## src/rtl/lmld_pkg.sv

```systemverilog
// Shared types and constants for the LED matrix line drawing block.
package lmld_pkg;

   // Grid geometry
   localparam int GRID_SIZE = 8;
   localparam int COORD_W   = $clog2(GRID_SIZE);
   localparam int STEP_W    = $clog2(GRID_SIZE + 1);
   localparam int ERR_W     = COORD_W + 2;
   localparam int NIBBLE_W  = 4;

   localparam logic [COORD_W-1:0] COORD_MAX   = COORD_W'(GRID_SIZE - 1);
   localparam logic [COORD_W-1:0] HALF_GRID   = COORD_W'(GRID_SIZE / 2);
   localparam logic [COORD_W-1:0] HALF_GRID_M = COORD_W'(GRID_SIZE / 2 - 1);
   localparam logic [STEP_W-1:0]  STEP_LIMIT  = STEP_W'(GRID_SIZE);

   // Controller states
   typedef enum logic [1:0] {
      ST_IDLE,
      ST_WALK,
      ST_EMIT
   } state_type;

   // Commands from controller to datapath
   typedef struct packed {
      logic load;   // capture target, clear bitmap, plot centre
      logic step;   // advance the line walk by one pixel
      logic emit;   // load the next column word into the output register
   } ctrl_cmd_type;

   // Status from datapath to controller
   typedef struct packed {
      logic at_target;   // walk position equals target
      logic walk_done;   // step budget used up
      logic out_free;    // output register can take a word this cycle
      logic emit_last;   // the column about to be emitted is the final one
   } dp_status_type;

   // Saturate a nibble to the top grid coordinate
   function automatic logic [COORD_W-1:0] sat_coord(input logic [NIBBLE_W-1:0] v);
      logic [COORD_W-1:0] r;
      if (v > NIBBLE_W'(COORD_MAX)) begin
         r = COORD_MAX;
      end else begin
         r = v[COORD_W-1:0];
      end
      return r;
   endfunction

   // Centre on one axis, chosen by which half holds the target
   function automatic logic [COORD_W-1:0] centre_of(input logic [COORD_W-1:0] t);
      logic [COORD_W-1:0] r;
      if (t >= HALF_GRID) begin
         r = HALF_GRID;
      end else begin
         r = HALF_GRID_M;
      end
      return r;
   endfunction

endpackage

```

## src/rtl/lmld_ctrl.sv

```systemverilog
// Controller state machine for the LED matrix line drawing block.
module lmld_ctrl
   import lmld_pkg::*;
(
   input  logic          clock,
   input  logic          reset,
   input  logic          req_valid,
   output logic          req_ready,
   input  dp_status_type status,
   output ctrl_cmd_type  cmd,
   output state_type     state
);

   state_type state_ff;
   state_type state_in;

   // Hold the current state
   always_ff @(posedge clock) begin
      if (reset) begin
         state_ff <= ST_IDLE;
      end else begin
         state_ff <= state_in;
      end
   end

   // Choose the next state
   always_comb begin
      state_in = state_ff;
      unique case (state_ff)
         ST_IDLE: begin
            if (req_valid) begin
               state_in = ST_WALK;
            end
         end
         ST_WALK: begin
            if (status.at_target || status.walk_done) begin
               state_in = ST_EMIT;
            end
         end
         ST_EMIT: begin
            if (status.out_free && status.emit_last) begin
               state_in = ST_IDLE;
            end
         end
         default: state_in = ST_IDLE;
      endcase
   end

   // Drive datapath commands and the input handshake
   always_comb begin
      cmd       = '0;
      req_ready = 1'b0;
      unique case (state_ff)
         ST_IDLE: begin
            req_ready = 1'b1;
            cmd.load  = req_valid;
         end
         ST_WALK: begin
            cmd.step = !status.at_target && !status.walk_done;
         end
         ST_EMIT: begin
            cmd.emit = status.out_free;
         end
         default: begin
            cmd = '0;
         end
      endcase
   end

   assign state = state_ff;

endmodule

```

## src/rtl/lmld_datapath.sv

```systemverilog
// Datapath: target capture, error-term line walk, bitmap and column output register.
module lmld_datapath
   import lmld_pkg::*;
(
   input  logic          clock,
   input  logic          reset,
   input  ctrl_cmd_type  cmd,
   input  logic [7:0]    req_target_byte,
   output dp_status_type status,
   input  logic          rsp_ready,
   output logic          rsp_valid,
   output logic [2:0]    rsp_column_index,
   output logic [7:0]    rsp_column_bits,
   output logic          rsp_last_column
);

   // Walk registers
   logic [COORD_W-1:0]      tx_ff, tx_in, ty_ff, ty_in;
   logic [COORD_W-1:0]      x_ff, x_in, y_ff, y_in;
   logic [COORD_W-1:0]      arow_ff, arow_in, acol_ff, acol_in;
   logic                    x_up_ff, x_up_in, y_up_ff, y_up_in;
   logic signed [ERR_W-1:0] err_ff, err_in;
   logic [STEP_W-1:0]       steps_ff, steps_in;
   logic [GRID_SIZE-1:0]    bitmap_ff [GRID_SIZE];
   logic [GRID_SIZE-1:0]    bitmap_in [GRID_SIZE];

   // Emission registers
   logic [COORD_W-1:0]      col_ff, col_in;
   logic                    rsp_valid_ff, rsp_valid_in;
   logic [2:0]              rsp_index_ff, rsp_index_in;
   logic [7:0]              rsp_bits_ff, rsp_bits_in;
   logic                    rsp_last_ff, rsp_last_in;

   // Decoded command target
   logic [COORD_W-1:0]      tx_new, ty_new, cx_new, cy_new;

   // Step arithmetic
   logic                    row_major;
   logic [COORD_W-1:0]      major, minor;
   logic signed [ERR_W-1:0] err_add;
   logic                    err_pos;
   logic                    x_step, y_step;
   logic [COORD_W-1:0]      x_next, y_next;

   // Plot port
   logic                    plot_en;
   logic [COORD_W-1:0]      plot_x, plot_y;

   // Decode target and centre from the request word
   always_comb begin
      tx_new = sat_coord(req_target_byte[NIBBLE_W-1:0]);
      ty_new = sat_coord(req_target_byte[2*NIBBLE_W-1:NIBBLE_W]);
      cx_new = centre_of(tx_new);
      cy_new = centre_of(ty_new);
   end

   // Compute one walk step: major axis always, minor axis on positive error
   always_comb begin
      row_major = arow_ff > acol_ff;
      major     = row_major ? arow_ff : acol_ff;
      minor     = row_major ? acol_ff : arow_ff;
      err_add   = err_ff + $signed({2'b00, minor});
      err_pos   = !err_add[ERR_W-1] && (err_add != '0);
      x_step    = row_major ? err_pos : 1'b1;
      y_step    = row_major ? 1'b1 : err_pos;
      x_next    = x_ff;
      y_next    = y_ff;
      if (x_step) begin
         x_next = x_up_ff ? x_ff + COORD_W'(1) : x_ff - COORD_W'(1);
      end
      if (y_step) begin
         y_next = y_up_ff ? y_ff + COORD_W'(1) : y_ff - COORD_W'(1);
      end
   end

   // Update walk state on load and step
   always_comb begin
      tx_in    = tx_ff;
      ty_in    = ty_ff;
      x_in     = x_ff;
      y_in     = y_ff;
      arow_in  = arow_ff;
      acol_in  = acol_ff;
      x_up_in  = x_up_ff;
      y_up_in  = y_up_ff;
      err_in   = err_ff;
      steps_in = steps_ff;
      plot_en  = 1'b0;
      plot_x   = x_next;
      plot_y   = y_next;
      priority if (cmd.load) begin
         tx_in    = tx_new;
         ty_in    = ty_new;
         x_in     = cx_new;
         y_in     = cy_new;
         x_up_in  = tx_new > cx_new;
         y_up_in  = ty_new >= cy_new;
         arow_in  = (ty_new >= cy_new) ? ty_new - cy_new : cy_new - ty_new;
         acol_in  = (tx_new >= cx_new) ? tx_new - cx_new : cx_new - tx_new;
         err_in   = '0;
         steps_in = '0;
         plot_en  = 1'b1;
         plot_x   = cx_new;
         plot_y   = cy_new;
      end else if (cmd.step) begin
         x_in     = x_next;
         y_in     = y_next;
         err_in   = err_pos ? err_add - $signed({2'b00, major}) : err_add;
         steps_in = steps_ff + STEP_W'(1);
         plot_en  = 1'b1;
      end else begin
         plot_en  = 1'b0;
      end
   end

   // Clear the bitmap on load and set the plotted pixel in its column
   always_comb begin
      for (int i = 0; i < GRID_SIZE; i++) begin
         bitmap_in[i] = cmd.load ? '0 : bitmap_ff[i];
         if (plot_en && (plot_x == COORD_W'(i))) begin
            bitmap_in[i][plot_y] = 1'b1;
         end
      end
   end

   // Fill the output register one column word at a time
   always_comb begin
      col_in       = col_ff;
      rsp_index_in = rsp_index_ff;
      rsp_bits_in  = rsp_bits_ff;
      rsp_last_in  = rsp_last_ff;
      rsp_valid_in = rsp_valid_ff && !rsp_ready;
      if (cmd.load) begin
         col_in = '0;
      end
      if (cmd.emit) begin
         rsp_index_in = 3'(col_ff);
         rsp_bits_in  = 8'(bitmap_ff[col_ff]);
         rsp_last_in  = col_ff == COORD_MAX;
         rsp_valid_in = 1'b1;
         col_in       = col_ff + COORD_W'(1);
      end
   end

   // Hold control registers
   always_ff @(posedge clock) begin
      if (reset) begin
         rsp_valid_ff <= 1'b0;
         col_ff       <= '0;
      end else begin
         rsp_valid_ff <= rsp_valid_in;
         col_ff       <= col_in;
      end
   end

   // Hold payload registers
   always_ff @(posedge clock) begin
      tx_ff        <= tx_in;
      ty_ff        <= ty_in;
      x_ff         <= x_in;
      y_ff         <= y_in;
      arow_ff      <= arow_in;
      acol_ff      <= acol_in;
      x_up_ff      <= x_up_in;
      y_up_ff      <= y_up_in;
      err_ff       <= err_in;
      steps_ff     <= steps_in;
      bitmap_ff    <= bitmap_in;
      rsp_index_ff <= rsp_index_in;
      rsp_bits_ff  <= rsp_bits_in;
      rsp_last_ff  <= rsp_last_in;
   end

   // Report status to the controller
   always_comb begin
      status.at_target = (x_ff == tx_ff) && (y_ff == ty_ff);
      status.walk_done = steps_ff == STEP_LIMIT;
      status.out_free  = !rsp_valid_ff || rsp_ready;
      status.emit_last = col_ff == COORD_MAX;
   end

   assign rsp_valid        = rsp_valid_ff;
   assign rsp_column_index = rsp_index_ff;
   assign rsp_column_bits  = rsp_bits_ff;
   assign rsp_last_column  = rsp_last_ff;

endmodule

```

## src/rtl/led_matrix_line_draw.sv

```systemverilog
// Top level of the LED matrix line drawing block: controller plus datapath.
//
//   channel   direction  handshake              words per command
//   req_      in         req_valid / req_ready  1 (target byte)
//   rsp_      out        rsp_valid / rsp_ready  8 (column index, bits, last flag)
//
// A command is taken only while the controller is idle. It loads the target,
// then walks one pixel per step (up to the major distance, at most three
// here), then emits the eight columns.
// The output register frees the controller after the eighth column is loaded,
// so the next command can be taken while that word still waits.
// Reset is synchronous and active high; it clears the state machine and the
// output valid flag. An output stall holds the controller in its emit state.
module led_matrix_line_draw
   import lmld_pkg::*;
(
   input  logic       clock,
   input  logic       reset,
   input  logic       req_valid,
   output logic       req_ready,
   input  logic [7:0] req_target_byte,
   output logic       rsp_valid,
   input  logic       rsp_ready,
   output logic [2:0] rsp_column_index,
   output logic [7:0] rsp_column_bits,
   output logic       rsp_last_column
);

   ctrl_cmd_type  cmd;
   dp_status_type status;
   state_type     state;

   lmld_ctrl u_ctrl (
      .clock     (clock),
      .reset     (reset),
      .req_valid (req_valid),
      .req_ready (req_ready),
      .status    (status),
      .cmd       (cmd),
      .state     (state)
   );

   lmld_datapath u_datapath (
      .clock            (clock),
      .reset            (reset),
      .cmd              (cmd),
      .req_target_byte  (req_target_byte),
      .status           (status),
      .rsp_ready        (rsp_ready),
      .rsp_valid        (rsp_valid),
      .rsp_column_index (rsp_column_index),
      .rsp_column_bits  (rsp_column_bits),
      .rsp_last_column  (rsp_last_column)
   );

   // An accepted command keeps the block busy in the next cycle
   a_busy_after_accept: assert property (@(posedge clock) disable iff (reset)
      (req_valid && req_ready) |=> (!req_ready && state == ST_WALK))
      else $error("block took a command but is not walking");

   // The last flag marks only the final column
   a_last_on_final: assert property (@(posedge clock) disable iff (reset)
      rsp_valid |-> (rsp_last_column == (rsp_column_index == COORD_MAX)))
      else $error("last flag does not match column index");

   // While the first column waits, the block is still emitting
   a_first_col_busy: assert property (@(posedge clock) disable iff (reset)
      (rsp_valid && rsp_column_index == '0) |-> (state == ST_EMIT))
      else $error("first column shown outside emission");

   // Walking never drives the output register
   a_walk_no_emit: assert property (@(posedge clock) disable iff (reset)
      (state == ST_WALK) |-> !cmd.emit)
      else $error("column emitted during walk");

endmodule
```

## config.mk

```make
export PLATFORM = sky130hd
export DESIGN_NAME = led_matrix_line_draw
export DESIGN_NICKNAME = d
export VERILOG_FILES = /design/src/rtl/lmld_pkg.sv /design/src/rtl/lmld_ctrl.sv /design/src/rtl/lmld_datapath.sv /design/src/rtl/led_matrix_line_draw.sv
export SDC_FILE = /design/constraint.sdc
export NUM_CORES = 1
export LEC_CHECK = 0
export ABC_AREA = 1
export BUFFER_PORTS_ARGS = -buffer_cell sky130_fd_sc_hd__buf_4
export CAP_MARGIN = 20
export CORE_UTILIZATION = 29
export CTS_CLUSTER_DIAMETER = 100
export CTS_CLUSTER_SIZE = 12
export DETAILED_ROUTE_END_ITERATION = 8
export GPL_TIMING_DRIVEN = 1
export SYNTH_ARGS = -nofsm -noshare
export SYNTH_HDL_FRONTEND = slang
export SYNTH_HIERARCHICAL = 1
export SYNTH_SLANG_ARGS = --single-unit
```

## constraint.sdc

```tcl
create_clock -name clock -period 3.9 [get_ports clock]
set_input_delay 0.78 -clock clock [delete_from_list [all_inputs] [get_ports clock]]
set_output_delay 0.78 -clock clock [all_outputs]
set_load 0.05 [all_outputs]
```

==> impl_results.md <==
- EDFF count, synth: 32
- Worst hold path class: reg2reg
- Core Box Area: 0.0194 sq mm
- Area of placed instances: 0.00618 sq mm
- Fmax: 0.278 GHz
- Num ports: 26
- Distinct cells, synth: between 40 and 50
- Total power: 4.14 mW
- Initial DRC Count: 301
- Routed Antenna Nets: 0
- Async SR Flop Fraction: 0
- Clk slew on worst S/H paths: 0.07 ns
- Slew HR: 0.330
- MaxCap Viol Count: 0
- Postcts setup bufs: 0
- Final slew viol count: 0
- Post-CTS Hold Buffers: 0
- CTS resizes: 0
- Ys flop type: dfxtp_1
- CTS tree: yes
- DRT Pass-1 Iters: 5
- Most frequent cells in the layout: nand2_1, dfxtp_1, nor2_1
- Pre-CTS setup slack: about 0.24 ns
- H-tree depth: 3
- Setup Skew: 0.0103 ns
- Fill count: 2,068
- GPL Wtd Cong: 0.797
- Pin count of the biggest net entering global routing: 56
- Final Cell Area: 0.00649 sq mm
- Seq/Total Area, Yosys: 0.444
- Final setup vio count: 0
- Status: completed
- Share of cells above drive strength 1: 0.134
- Congestion Overflow GR: 0
- GRT Overall Usage: 0.131
- Final worst slack: 0.303 ns
- Routed length per instance: about 12 microns
- Worst-path maximum fanout: 16
- Clock latency on the worst-skew pair: 0.35 ns
- Reg-to-reg setup timing slack: 0.30 ns
- P_leak: 2.84 nW
- Worst EP required: 4.19 ns
- Synth warn: 6
- Least-Margin Pin Slew: 1.00 ns
- Period utilization: 0.922
- Initial Util: 0.295
- CTS max path bufs: 2
- Global-route wire length before repair: 21,400 microns
- Vias in the first global route: about 4,400
- Placed Cells: 996
- Layout Area Growth over Synthesis: 13.3%
- CP Capture Type: flop
- Tmin final: 3.60 ns
- DRC Markers: 0
- IO Port Bufs: 25
- Diode count: 0
- Total CTS buffers: 9
- Die area: 0.0203 sq mm
- Antenna violations before repair: 0
- Site Rows: 51
- Synthesized area: about 0.0057 sq mm
- Clock Sink Count: between 100 and 150
- Clock root cell: clkbuf_16
- Die Wd: 142 microns
- Die Height: approximately 140 microns
- Final hold violations: 0
- Syn avg cell area: 7.92 sq um
- Post-Layout Cell Count: 1,012
- Net count, final: approximately 800
- Post-synthesis instance total: 723
- PwrDens: 638 mW/mm^2
- Vias: 4,614
- Max VDD drop: approximately 220 uV
- Commonest non-fill, non-tap cell in the layout: nand2_1
- Total length of routed wires: 12,500 microns
- Syn Nets: 762
- Startpoint types: flop
- CP arrival: 3.89 ns
- Synthesized flop and latch total: 111
- HPWL Detailed: 8480 microns
- Via density: 4.56
- Worst Setup Path Type: reg2reg
[cell usage after synthesis, drive strengths merged, types with 6 or more instances]
cell type,n,share of area
edfxtp,32,0.17
o22ai,8,0.0087
buf,6,0.0079
inv,53,0.035
nand2,264,0.18
a31oi,9,0.0098
fa,8,0.028
a21oi,18,0.016
o21ai,47,0.041
dfxtp,79,0.28
clkbuf,18,0.012
ha,19,0.042
nand3,40,0.049
nor2,90,0.081
[area by class of cell]
cell class,instances,area (sq um),share of cell area
flip-flops and latches,111,2540,0.392
repair buffers,32,240,0.0370
clock inverters,6,56.3,0.00868
multi-input cells,533,2880,0.444
clock buffers,10,229,0.0353
well taps,265,332,0.0511
inverters,55,209,0.0322
[final timing paths]
check	cells after the start	startpoint	endpoint
max	19	u_datapath/arow_ff[2]	u_datapath/bitmap_ff[12]
max reg2reg	19	u_datapath/arow_ff[2]	u_datapath/bitmap_ff[12]
min reg2reg	2	u_datapath/bitmap_ff[53]	u_datapath/bitmap_ff[53]
min	2	u_datapath/bitmap_ff[53]	u_datapath/bitmap_ff[53]
[metal layers]
layer  routed length (microns)  global-route usage
met1                      6310               0.180
met2                      5800               0.215
met3                       351              0.0141
met4                        87              0.0424
met5                         0                   0
[cells by family after synthesis]
| group | share of synthesized area |
|---|---|
| AND/OR/NAND/NOR | 0.325 |
| adder cells (fa/ha/maj) | 0.0695 |
| flip-flops | 0.444 |
| XOR/XNOR | 0.0138 |
| AO/OA/AOI/OAI | 0.0839 |
| buffers and inverters | 0.0562 |
| multiplexers | 0.00743 |
[power by group]
group / leakage [nW] / total, mW / switching, mW / internal (mW)
registers: 0.942 / 1.54 / 0.125 / 1.42
logic: 1.77 / 1.71 / 1.15 / 0.567
clock network: 0.135 / 0.887 / 0.442 / 0.446
[stage by stage]
step | utilization | TNS [ns] | hold WS, ns
finish | 0.334 | 0 | 0.451
global route | 0.334 | -0.0161 | 0.463
CTS | 0.333 | 0 | 0.452
detailed placement | 0.319 | 0 | 0.435
global placement | 0.319 | 0 | 0.431
floorplan | - | 0 | 0.421
[critical path: stages, from the launching register on]
cell and delay (ns):
edfxtp_1 0.40, ha_1 0.34, a21o_1 0.17, o21a_1 0.22, o21ai_1 0.17, ha_2 0.24
fa_1 0.48, inv_1 0.10, nand2_1 0.06, nor2_2 0.11, nand3_2 0.14, nand2_8 0.17
nand2_2 0.11, nand2_1 0.09, nand3_1 0.10, clkinv_1 0.08, nand2_1 0.13, nor2_4 0.27
nand2_1 0.09, nand2_1 0.06
[registers in the layout (all words and copies together) (netlist names), 4 cells and up]
signal                      count
u_datapath/rsp_column_bits      8
u_datapath/steps_ff             4
u_datapath/err_ff               5
u_datapath/bitmap_ff           64
(Power assumes the default switching activity.)
